--- src/bvp_pkg.sv ---
// ----------------------------------------------------------------------------
// bvp_pkg
// Shared types, constants and helpers for the ball voxel painter: request and
// result payloads, effective configuration, and controller/datapath commands.
// ----------------------------------------------------------------------------
package bvp_pkg;

  // parameter defaults
  localparam int MAX_DIM_DEFAULT         = 512;
  localparam int COORD_FRAC_BITS_DEFAULT = 6;

  // fixed field widths
  localparam int DIM_W       = 10;
  localparam int SPACING_W   = 16;
  localparam int COORD_W     = 16;
  localparam int RADIUS_W    = 16;
  localparam int ADDR_W      = 27;
  localparam int CFG_DATA_W  = 16;
  localparam int CFG_INDEX_W = 3;
  localparam int NUM_AXES    = 3;
  localparam int AXIS_W      = 2;

  localparam logic [AXIS_W-1:0] AXIS_FIRST = 2'd0;
  localparam logic [AXIS_W-1:0] AXIS_LAST  = 2'd2;

  // register indexes
  localparam logic [CFG_INDEX_W-1:0] REG_VOLUME_WIDTH  = 3'd0;
  localparam logic [CFG_INDEX_W-1:0] REG_VOLUME_HEIGHT = 3'd1;
  localparam logic [CFG_INDEX_W-1:0] REG_VOLUME_DEPTH  = 3'd2;
  localparam logic [CFG_INDEX_W-1:0] REG_SPACING_X     = 3'd3;
  localparam logic [CFG_INDEX_W-1:0] REG_SPACING_Y     = 3'd4;
  localparam logic [CFG_INDEX_W-1:0] REG_SPACING_Z     = 3'd5;

  // register reset values
  localparam logic [DIM_W-1:0]     DIM_RESET     = 10'd512;
  localparam logic [SPACING_W-1:0] SPACING_RESET = 16'd256;

  // request action codes
  localparam logic ACTION_LOAD = 1'b0;
  localparam logic ACTION_STEP = 1'b1;

  typedef struct packed {
    logic                       action;
    logic signed [COORD_W-1:0]  center_x;
    logic signed [COORD_W-1:0]  center_y;
    logic signed [COORD_W-1:0]  center_z;
    logic        [RADIUS_W-1:0] ball_radius;
  } request_t;

  typedef struct packed {
    logic [ADDR_W-1:0] voxel_address;
    logic              paint;
    logic              last;
  } result_t;

  // effective volume size and spacing, index 0 is x
  typedef struct packed {
    logic [NUM_AXES-1:0][DIM_W-1:0]     dim;
    logic [NUM_AXES-1:0][SPACING_W-1:0] spacing;
  } cfg_t;

  // controller to datapath
  typedef struct packed {
    logic              load_ball;
    logic              base;
    logic              div_init;
    logic              div_step;
    logic              div_first;
    logic              div_store;
    logic              side;
    logic [AXIS_W-1:0] axis;
    logic              measure;
    logic              sqr;
    logic              emit;
  } ctrl_cmd_t;

  // datapath to controller
  typedef struct packed {
    logic last;
  } ctrl_status_t;

  // bits of a box coordinate: volume sizes never exceed the register range
  function automatic int coord_width(input int max_dim);
    int w;
    w = $clog2(max_dim);
    if (w > DIM_W) w = DIM_W;
    return w;
  endfunction

endpackage

--- src/bvp_ctrl.sv ---
// ----------------------------------------------------------------------------
// bvp_ctrl
// Sequencer for the ball voxel painter: runs the bounding box divisions on a
// load and the two distance stages and the emit on a step, and tracks whether a
// scan is in progress.
// ----------------------------------------------------------------------------
module bvp_ctrl #(
  parameter int MAX_DIM = bvp_pkg::MAX_DIM_DEFAULT
) (
  input  logic                  clk,
  input  logic                  rst,
  input  logic                  start,
  input  bvp_pkg::request_t     request,
  input  bvp_pkg::ctrl_status_t status,
  output logic                  busy,
  output bvp_pkg::ctrl_cmd_t    cmd
);

  localparam int CW  = bvp_pkg::coord_width(MAX_DIM);
  localparam int BCW = $clog2(CW + 1);

  typedef enum logic [7:0] {
    S_IDLE      = 8'b0000_0001,
    S_BASE      = 8'b0000_0010,
    S_DIV_INIT  = 8'b0000_0100,
    S_DIV_RUN   = 8'b0000_1000,
    S_DIV_STORE = 8'b0001_0000,
    S_DIST      = 8'b0010_0000,
    S_SQR       = 8'b0100_0000,
    S_EMIT      = 8'b1000_0000
  } state_t;

  state_t                          state, state_next;
  logic                            active, active_next;
  logic [bvp_pkg::AXIS_W-1:0]      axis, axis_next;
  logic                            side, side_next;
  logic [BCW-1:0]                  cnt, cnt_next;

  assign busy = (state != S_IDLE);

  // next state and commands
  always_comb begin
    state_next    = state;
    active_next   = active;
    axis_next     = axis;
    side_next     = side;
    cnt_next      = cnt;
    cmd           = '0;
    cmd.axis      = axis;
    cmd.side      = side;
    cmd.div_first = (cnt == BCW'(CW));
    case (state)
      S_IDLE: begin
        if (start) begin
          if (request.action == bvp_pkg::ACTION_LOAD) begin
            active_next = 1'b0;
            if (request.ball_radius != '0) begin
              cmd.load_ball = 1'b1;
              axis_next     = bvp_pkg::AXIS_FIRST;
              side_next     = 1'b0;
              state_next    = S_BASE;
            end
          end else if (active) begin
            state_next = S_DIST;
          end
        end
      end
      S_BASE: begin
        cmd.base   = 1'b1;
        state_next = S_DIV_INIT;
      end
      S_DIV_INIT: begin
        cmd.div_init = 1'b1;
        cnt_next     = BCW'(CW);
        state_next   = S_DIV_RUN;
      end
      S_DIV_RUN: begin
        cmd.div_step = 1'b1;
        if (cnt == '0) begin
          state_next = S_DIV_STORE;
        end else begin
          cnt_next = cnt - 1'b1;
        end
      end
      S_DIV_STORE: begin
        cmd.div_store = 1'b1;
        if (!side) begin
          side_next  = 1'b1;
          state_next = S_DIV_INIT;
        end else begin
          side_next = 1'b0;
          if (axis == bvp_pkg::AXIS_LAST) begin
            active_next = 1'b1;
            state_next  = S_IDLE;
          end else begin
            axis_next  = axis + 1'b1;
            state_next = S_BASE;
          end
        end
      end
      S_DIST: begin
        cmd.measure = 1'b1;
        state_next  = S_SQR;
      end
      S_SQR: begin
        cmd.sqr    = 1'b1;
        state_next = S_EMIT;
      end
      S_EMIT: begin
        cmd.emit   = 1'b1;
        if (status.last) active_next = 1'b0;
        state_next = S_IDLE;
      end
      default: begin
        state_next = S_IDLE;
      end
    endcase
  end

  // control registers
  always_ff @(posedge clk) begin
    if (rst) begin
      state  <= S_IDLE;
      active <= 1'b0;
      axis   <= bvp_pkg::AXIS_FIRST;
      side   <= 1'b0;
      cnt    <= '0;
    end else begin
      state  <= state_next;
      active <= active_next;
      axis   <= axis_next;
      side   <= side_next;
      cnt    <= cnt_next;
    end
  end

  // a bound is stored only after the full quotient sweep
  a_store_after_run: assert property (@(posedge clk) disable iff (rst)
    (state == S_DIV_STORE) |-> ($past(state) == S_DIV_RUN && $past(cnt) == '0))
    else $error("bound stored before division finished");

  // a step result comes out of the two distance stages
  a_emit_order: assert property (@(posedge clk) disable iff (rst)
    (state == S_EMIT) |-> ($past(state, 1) == S_SQR && $past(state, 2) == S_DIST))
    else $error("emit without distance stages");

  // step with no ball loaded is dropped
  a_idle_step_drop: assert property (@(posedge clk) disable iff (rst)
    (state == S_IDLE && start && request.action == bvp_pkg::ACTION_STEP && !active)
    |=> (state == S_IDLE))
    else $error("step accepted without an active scan");

  // zero radius load stops the scan
  a_zero_radius: assert property (@(posedge clk) disable iff (rst)
    (state == S_IDLE && start && request.action == bvp_pkg::ACTION_LOAD &&
     request.ball_radius == '0) |=> (!active && state == S_IDLE))
    else $error("zero radius load did not stop the scan");

  // last bound stored starts the scan
  a_load_activates: assert property (@(posedge clk) disable iff (rst)
    (state == S_DIV_STORE && side && axis == bvp_pkg::AXIS_LAST) |=> active)
    else $error("scan not active after load");

endmodule

--- config.mk ---
export PLATFORM = sky130hd
export DESIGN_NAME = bvp_ctrl
export DESIGN_NICKNAME = d
export VERILOG_FILES = /design/src/bvp_pkg.sv /design/src/bvp_ctrl.sv
export SDC_FILE = /design/constraint.sdc
export NUM_CORES = 1
export LEC_CHECK = 0
export BUFFER_PORTS_ARGS = -buffer_cell sky130_fd_sc_hd__buf_4
export CORE_MARGIN = 4
export CORE_UTILIZATION = 42
export CTS_CLUSTER_SIZE = 8
export DETAILED_ROUTE_END_ITERATION = 8
export HOLD_SLACK_MARGIN = 0.05
export PLACE_DENSITY = 0.94
export SYNTH_ARGS = -nofsm -noshare
export SYNTH_HDL_FRONTEND = slang
export SYNTH_SLANG_ARGS = --single-unit
--- constraint.sdc ---
create_clock -name clk -period 2.5 [get_ports clk]
set_clock_uncertainty 0.05 [all_clocks]
set_input_delay 0.375 -clock clk [delete_from_list [all_inputs] [get_ports clk]]
set_output_delay 0.375 -clock clk [all_outputs]
set_load 0.01 [all_outputs]
* Yosys cells after proc, flatten, opt, wreduce, memory -nomap -nowiden *
Index checks and enable logic that the tools add are counted.

cells by class
  add/sub/neg operators = 2
  multipliers = 0
  divide/modulo/power cells = 0
  magnitude comparators = 0
  eq/ne operators = 22
  shifts and indexed selects = 0
  mux-type cells = 38
  bitwise logic cells = 0
  reductions and logical operators = 10

operators by type and width
  operator            number
  $pmux 8 s7          1
  $mux 8              6
  $mux 1              20
  $ne 2x2->1 const B  9
  $reduce_bool 16->1  1
  $mux 2              6
  $reduce_and 6->1    2
  $eq 8x1->1 const B  1
  $eq 8x2->1 const B  1
  $eq 8x3->1 const B  1
  $eq 8x4->1 const B  1
  $eq 8x5->1 const B  1
  $eq 8x6->1 const B  1
  $eq 8x7->1 const B  1
  $eq 8x8->1 const B  1
  $ne 8x1->1 const B  1
  $pmux 4 s2          1
  $reduce_and 4->1    2
  $ne 3x3->1 const B  2
  $eq 4x4->1 const B  1
  $logic_not 4->1     1
  $mux 4              1
  $pmux 2 s2          1
  $reduce_bool 2->1   2
  7 further kinds     7

word-level totals
  register bits after elaboration = 16
  bits in latches = 0
  memory bits (writable) = 0
  memory bits (read-only) = 0
  bits of input ports = 69
  output and inout bits = 13
  memories kept = 0

* Logic depth before layout (Yosys ltp) *
Gate-level depths: netlist (run 1).

  depth in word-level cells = 5
  mapped depth = 7
  gate-level depth less buffers = 6

* Worst setup path after synthesis (run 1) *
Ideal clock, no wire load.

  path kind = reg-to-output
  from = register state[2]
  to = output cmd[0] (netlist name)
  data arrival time = 1.468 ns
  path slack = 0.607 ns
  cell stages (with the launch flop) = 4
  path buffers = 0
  path through = dfxtp_1 or4_1 or3_1 nor3_1

RTL lines
  what                    RTL line         source
  from (decl)             bvp_ctrl.sv:33   state_t state, state_next;
  from (signal assigned)  bvp_ctrl.sv:129  state <= state_next;
  to (decl)               bvp_ctrl.sv:16   output bvp_pkg::ctrl_cmd_t cmd

==> results of run 1 <==
-- worst max-delay path, cell delays in order (launching register included) --
cell,delay (ps)
dfxtp_1,390
or4_1,580
or3_1,370
nor3_1,170
buf_4,150
-- final cells by class --
type	count	area, um2	area share [%]
well taps	28	35.0	2.63
repair buffers	35	263	19.7
flip-flops and latches	16	320	24.0
inverters	12	45.0	3.38
multi-input cells	85	634	47.6
clock buffers	4	36.3	2.72
-- cells in the final DEF, fill, tap and decap left out, drive strengths merged, types with 3 or more instances in the layout --
cell,instances
buf,35
dfxtp,16
inv,12
nor2,9
nor3,7
nor4,7
nor4b,6
nand2,5
a21oi,4
ha,4
o21ai,4
clkbuf,4
and4,3
nand4,3
o211ai,3
a31oi,3
-- layer usage --
| metal | part of all wire (%) | routed length [um] | vias up | global-route usage (%) |
|---|---|---|---|---|
| met5 | 0 | 0 | - | 0 |
| met4 | 1.2 | 36 | 0 | 6.29 |
| met3 | 7.7 | 225 | 8 | 2.94 |
| met2 | 51 | 1480 | 55 | 32.7 |
| met1 | 40 | 1170 | 504 | 22.4 |
| li1 | - | - | 519 | - |
-- registers in the layout (all words and copies together) (netlist names) --
register  flops
active        1
axis          2
state         8
cnt           4
side          1
-- cells by family after synthesis --
family                     after synthesis  share of synthesized area [%]
DFF                                     16                           31.1
AOI/OAI and AO/OA                       22                           15.3
buffers and inverters                   18                           8.14
xor gates and xnor gates                 2                           1.70
and+or+nand+nor                         57                           38.9
adders and majority gates                4                           4.86
-- cell usage after synthesis --
library cell	instances	share of area (%)
o21bai_2	1	1.1
nand4b_1	2	1.7
a211oi_1	2	1.5
a311oi_1	1	0.85
nor2_1	9	3.3
buf_6	1	1.1
nor4b_2	2	2.9
nor4b_4	1	2.3
nand4_1	3	1.8
nor2b_1	1	0.61
o2bb2ai_1	1	0.85
a41oi_1	1	0.85
o2111ai_1	1	0.85
inv_1	12	4.4
ha_1	4	4.9
nor3_1	7	3.4
o211ai_1	3	2.2
o21ai_1	1	0.49
and3_1	1	0.61
or4_4	1	1.1
or3_1	2	1.2
a31oi_1	3	1.8
buf_4	2	1.5
nand3_1	2	0.97
a21oi_1	4	1.9
and3b_2	1	0.97
or4_1	1	0.73
or2_0	1	0.61
nor4b_1	3	2.6
nand2_1	5	1.8
nor4_1	5	3.0
dfxtp_1	16	31
o21ai_0	3	1.5
and3b_1	1	0.85
or3b_1	1	0.85
or4b_4	1	1.3
a311oi_2	1	1.5
and4_1	3	2.6
buf_2	1	0.49
nand2b_1	2	1.2
clkbuf_1	2	0.73
xor2_1	2	1.7
nor4_2	2	2.4
-- power breakdown --
part | internal [W] | switching, W
Sequential | 0.000259 | 0.0000119
Combinational | 0.0000619 | 0.0000615
Clock | 0.0000885 | 0.0000859
Total | 0.000410 | 0.000159
-- how the worst min path moves through the flow --
| stage | depth (start not counted) | endpoint | from | slack [ps] |
|---|---|---|---|---|
| after floorplan | 2 | active | active | 420 |
| after global placement | 1 | axis[0] | axis[0] | 450 |
| after detailed placement | 2 | active | active | 450 |
| after CTS | 2 | cnt[1] | rst | 280 |
| after global routing | 2 | axis[1] | rst | 290 |
| final | 2 | cnt[1] | rst | 300 |
-- stage by stage --
step	worst slack, ps	utilization (%)	hold slack (ps)
detailed placement	442	56.6	454
CTS	87.3	58.2	281
global placement	477	56.6	452
floorplan	607	-	419
global route	23.4	58.6	286
finish	129	58.6	298
==> results.cfg, run 1 <==
[cts]
postCtsHoldBufs = 0
cts_buffers = 3
cts_max_level = 1
post_cts_buffers = 0
clk_path_buf_depth = 2
ctsRootBufferMaster = clkbuf_4
clock_sinks = 16
cts_tree = yes
clk_latency_ps = 280
cts.repair.resized = 0
clkTransAtPathRegs_ps = 100

[logic_synthesis]
yosysUniqueCellTypes = 43
yosys_warnings = 0
ys_seq_area_share_pct = 31.1
synth_fp_nets = 192
ys_ff_latch = 16
syn_inst = 119
netlist_area_um2 = 1030
synth.avg_cell_area_um2 = 8.65

[grt]
grt_max_degree = 12
overflow = 0
antenna_found_initial = 0
track_usage_pct = 18.5
grt_pass1_wl_um = 4870
first_global_vias = 1056

[layout]
nNetsFinal = 226
drive_gt1_share_pct = 32.2
n_antenna_cell = 0
fillers = 191
syn_to_final_growth_pct = 29.5
finalNonFillerCells = 180
finish.instance_area_um2 = 1330

[worst_setup_path]
arrival_ps = 1950
crit_required_ps = 2080
cp-endpoint = cmd[0]
r2r_end = axis[0]
worstSetupPathType = reg2out
r2r_cells = 5
critPathCaptureType = primary output
r2r_setup_slack_ps = 540
critPathLaunch = state[2]
cp-start-kind = register
crit_path_max_fanout = 6
r2r-start = state[7]

[sta]
timing.setup.tns_ps = 0
post-route-min-period_ps = 2370
fmax_mhz = 422
hold_violations = 0
finalMaxSlewViolations = 0
grt_setup_unrepaired = no
setup_violations = 0
tightest_slew_ps = 507
relSlewSlack_pct = 66.1
post-route-period-util_pct = 94.8

[placement]
place_inst = 176
gp_congestion = 0.874
portBuffers = 33
postPlaceCellArea_um2 = 1290
dp_hpwl_um = 2290

[job]
maxCapViolCount = 0

[floorplan]
start_util_pct = 45.2
die_w_um = 57.5
num_rows = 17
pin_count = 82
core_region_area_um2 = 2280
die-area_um2 = 3310
fp.dieH_um = 57.5

[route]
detailroute.via_count = 1086
ant_nets = 0
vias_per_cell = 6.03
drc = 0
routed_wl_um = 2910
firstDrtPassIters = 5
drt-wirelength-per-cell_um = 16.2
drt-initial-drc-count = 92

[hold_path]
hold_path_class = in2reg

[pwr]
peakVddDrop_mv = 0.374
design_power_total_w = 0.000569
power.density_nw_per_um2 = 427
p_leak_nw = 0.578

[status]
status = complete, no violations
No activity file was read; power rests on OpenSTA's default activity.
==> run 2, diff against run 1 <==
Settings changed: CORE_UTILIZATION 42 to 35, HOLD_SLACK_MARGIN 0.05 to 0.03, PLACE_DENSITY 0.94 to 0.85.
Clock period 2.5 ns to 1.95 ns, I/O delays scaled along.
==> results.cfg, run 2 (same netlist as run 1, synthesis figures left out) <==
[placement]
place_inst = 187
portBuffers = 33
gp_congestion = 0.898
dp_hpwl_um = 2280
pre_cts_slack_ps = 15.9

[sta]
setup_violations = 7
relSlewSlack_pct = 69.7
hold_violations = 0
post-route-min-period_ps = 2160
finalWorstSetupSlack_ps = -208
grt_setup_unrepaired = yes
fmax_mhz = 463
tightest_slew_ps = 453
post-route-period-util_pct = 111
finalMaxSlewViolations = 0

[layout]
drive_gt1_share_pct = 47.6
reg_top3 = state: 8 flops, cnt: 4 flops, axis: 2 flops
multi_input_area_um2 = 719
fin_util_pct = 56.7
n_antenna_cell = 0
regMostFlops = state
largest_reg_flops = 8
finalNonFillerCells = 201
syn_to_final_growth_pct = 53.1
ff_latch_area_um2 = 328
layout_commonest_cell = buf_4
fillers = 227
layout_common_cells = buf_4 (50), dfxtp_1 (12), inv_1 (11)
nNetsFinal = 244

[worst_setup_path]
critPathMaxStageDelay_ps = 520
crit_buf_inv = 1
worstSetupPathType = reg2out
cp-start-kind = register
critPathCaptureType = primary output
r2r_setup_slack_ps = -20
arrival_ps = 1820
critical_path.top_delay_family = simple AND/OR/NAND/NOR gates
crit_required_ps = 1610
worstPathCellList = or4_4 -> or3_4 -> nor3_4 -> buf_6
cp_slowest_cell = or4_4
critPathLaunch = state[3]
r2r-start = state[2]
crit_path_max_fanout = 3

[floorplan]
die_w_um = 62.2
core_region_area_um2 = 2780
num_rows = 19
start_util_pct = 37.0
fp.dieH_um = 62.2
pin_count = 82
die-area_um2 = 3870

[status]
violations = negative setup slack
status = finished with violations

[cts]
clkTransAtPathRegs_ps = 100
cts_tree = yes
ctsRootBufferMaster = clkbuf_4
clk_latency_ps = 300
clock_sinks = 16
cts_max_level = 1
clk_path_buf_depth = 2
cts_buffers = 3

[route]
firstDrtPassIters = 4
drt-initial-drc-count = 60
detailroute.via_count = 1125
vias_per_cell = 5.60
ant_nets = 0
drc = 0
drt-wirelength-per-cell_um = 15.9
routed_wl_um = 3190

[pwr]
design_power_total_w = 0.000797
peakVddDrop_mv = 0.468
power.density_nw_per_um2 = 506
p_leak_nw = 0.672

[grt]
first_global_vias = 1139
track_usage_pct = 16.0
grt_pass1_wl_um = 5130
overflow = 0
grt_max_degree = 12
antenna_found_initial = 0

[hold_path]
hp-start = rst
hold_path_class = in2reg

[job]
maxCapViolCount = 0
[run 2: path summary, 6_finish.rpt]
path,cells after the start,endpoint
min reg2reg,1,axis[0]
min,2,state[3]
max reg2reg,5,axis[1]
max,4,cmd[0]
[run 2: final cells by class]
type	instances	area share (%)
Timing Repair Buffer	53	26.0
Tap cell	31	2.46
Inverter	12	2.86
Multi-Input combinational cell	85	45.6
Clock buffer	4	2.30
Sequential cell	16	20.8
[run 2: timing repair]
item	4_1_cts	5_1_grt
setup buffers	4	6
hold buffers	0	0
cloned	0	0
gates resized for setup	13	13
endpoints found under the setup margin	7	13
pin swaps	2	5
[run 2: metal layers]
layer	GRT usage [%]	part of all wire, %	wire length (um)
met1	17.5	42	1330
met2	30.2	53	1690
met4	3.25	1.1	35
met5	0	0	0
met3	4.50	4.1	132
[run 2: power by group]
| part | leakage [nW] | switching, W | internal [W] |
|---|---|---|---|
| Combinational | 0.519 | 0.000105 | 0.000117 |
| Sequential | 0.132 | 0.0000129 | 0.000332 |
| Clock | 0.0210 | 0.000117 | 0.000114 |
| Total | 0.672 | 0.000235 | 0.000562 |
[run 2: metrics by stage]
step                TNS [ps]  cell area, um2  hold slack [ps]
floorplan                  0            1030              419
finish                  -602            1580              203
detailed placement         0            1350              453
CTS                     -535            1490              187
global route           -1420            1580              208
global placement           0            1350              440
==> run 3, diff against run 2 <==
--- a/config.mk
+++ b/config.mk
@@ -7,4 +7,5 @@
 export LEC_CHECK = 0
 export BUFFER_PORTS_ARGS = -buffer_cell sky130_fd_sc_hd__buf_4
+export CAP_MARGIN = 40
 export CORE_MARGIN = 4
 export CORE_UTILIZATION = 35
--- a/constraint.sdc
+++ b/constraint.sdc
@@ -3,3 +3,3 @@
 set_input_delay 0.2925 -clock clk [delete_from_list [all_inputs] [get_ports clk]]
 set_output_delay 0.2925 -clock clk [all_outputs]
-set_load 0.01 [all_outputs]
+set_load 0.1 [all_outputs]
==> results.cfg, run 3 (same netlist as run 1, synthesis figures left out) <==
[sta]
finalMaxSlewViolations = 0
setup_violations = 7
tightest_slew_ps = 432
fmax_mhz = 445
whs_ps = 201
grt_setup_unrepaired = yes
post-route-min-period_ps = 2240
hold_violations = 0
post-route-period-util_pct = 115
relSlewSlack_pct = 70.9
finalWorstSetupSlack_ps = -295

[status]
status = finished with violations
violations = negative setup slack

[cts]
cts_max_level = 1
clock_sinks = 16
cts_buffers = 3
postCtsHoldBufs = 0
ctsRootBufferMaster = clkbuf_4
clkTransAtPathRegs_ps = 110
clk_path_buf_depth = 2
clk_latency_ps = 300
cts_tree = yes

[pwr]
pwr-share-clk_pct = 26.0
sw_frac_of_total_pct = 34.7
p_leak_nw = 0.733
seq_power_share_pct = 38.5
p_comb_share_pct = 35.6
power.density_nw_per_um2 = 504
design_power_total_w = 0.000904
peakVddDrop_mv = 0.444
intPower_w = 0.000591
p_sw_w = 0.000313

[route]
vias_per_cell = 5.69
firstDrtPassIters = 4
ant_nets = 0
drc = 0
routed_wl_um = 3800
detailroute.via_count = 1184
drt-wirelength-per-cell_um = 18.3
drt-initial-drc-count = 53

[layout]
finalNonFillerCells = 208
n_antenna_cell = 0
drive_gt1_share_pct = 56.5
largest_reg_flops = 8
layout_common_cells = buf_4 (49), inv_1 (9), nor2_1 (8)
layout_commonest_cell = buf_4
fin_util_pct = 64.5
nNetsFinal = 251
regMostFlops = state
syn_to_final_growth_pct = 74.2
reg_top3 = state: 8 flops, cnt: 4 flops, axis: 2 flops

[worst_setup_path]
critPathLaunch = state[2]
worstSetupPathType = reg2out
arrival_ps = 1900
r2r-start = state[2]
r2r_cells = 6
critPathCaptureType = primary output
cp-start-kind = register
crit_path_max_fanout = 2
r2r_end = axis[1]
r2r_setup_slack_ps = -110
crit_required_ps = 1610

[floorplan]
core_region_area_um2 = 2780
fp.dieH_um = 62.2
start_util_pct = 37.0
die_w_um = 62.2
pin_count = 82
num_rows = 19
die-area_um2 = 3870

[grt]
grt_pass1_wl_um = 5520
antenna_found_initial = 0
grt_max_degree = 12
overflow = 0
first_global_vias = 1173
track_usage_pct = 17.5

[hold_path]
hold_path_depth = 2
hold_path_class = in2reg
hold_end = axis[1]
hp-start = rst

[placement]
gp_congestion = 0.871
dp_hpwl_um = 2600
place_inst = 195
portBuffers = 33

[job]
maxCapViolCount = 0
run 3: layout make-up:
cell class                 count  area (um2)
fill                         209         987
multi-input combinational     85         778
timing repair buffer          60         553
sequential                    16         339
inverter                      12        48.8
tap                           31        38.8
clock buffer                   4        36.3
run 3: worst max-delay path by stage:
stage	endpoint	slack, ps	depth (start not counted)
after floorplan	cmd[0]	-430	3
after global placement	cmd[0]	-50	4
after detailed placement	cmd[0]	-60	4
after CTS	cmd[0]	-290	4
after global routing	cmd[1]	-350	5
final	cmd[0]	-290	4
run 3: per-layer routing:
layer / global-route usage, % / vias to the layer above / share of wire, %
li1: - / 564 / -
met1: 18.6 / 562 / 38
met2: 31.0 / 45 / 54
met3: 5.59 / 13 / 4.8
met4: 7.59 / 0 / 2.9
met5: 0 / - / 0
run 3: worst max-delay path: stages, from the launching register on:
cell     delay (ps)
dfxtp_2         340
or4_4           530
or3_4           370
nor3_4          160
buf_12          200
run 3: through the flow:
stage	setup slack, ps	setup TNS, ps	cell area [um2]
detailed placement	-58.3	-58.3	1490
global route	-354	-2010	1790
floorplan	-432	-2350	1110
global placement	-49.7	-49.7	1490
finish	-295	-1280	1790
CTS	-292	-1040	1650
run 3: timing repair:
| action | 4_1_cts | 5_1_grt |
|---|---|---|
| pin swaps | 7 | 6 |
| buffers inserted | 3 | 6 |
| resized for setup | 25 | 25 |
| endpoints found under the setup margin | 8 | 16 |
run 3: power by group through the flow:
stage	sequential (W)	combinational, W	clock (W)
after floorplan	0.000344	0.000169	0
after global placement	0.000353	0.000248	0
after detailed placement	0.000353	0.000256	0
after CTS	0.000346	0.000273	0.000242
after global routing	0.000349	0.000337	0.000248
final	0.000347	0.000322	0.000235
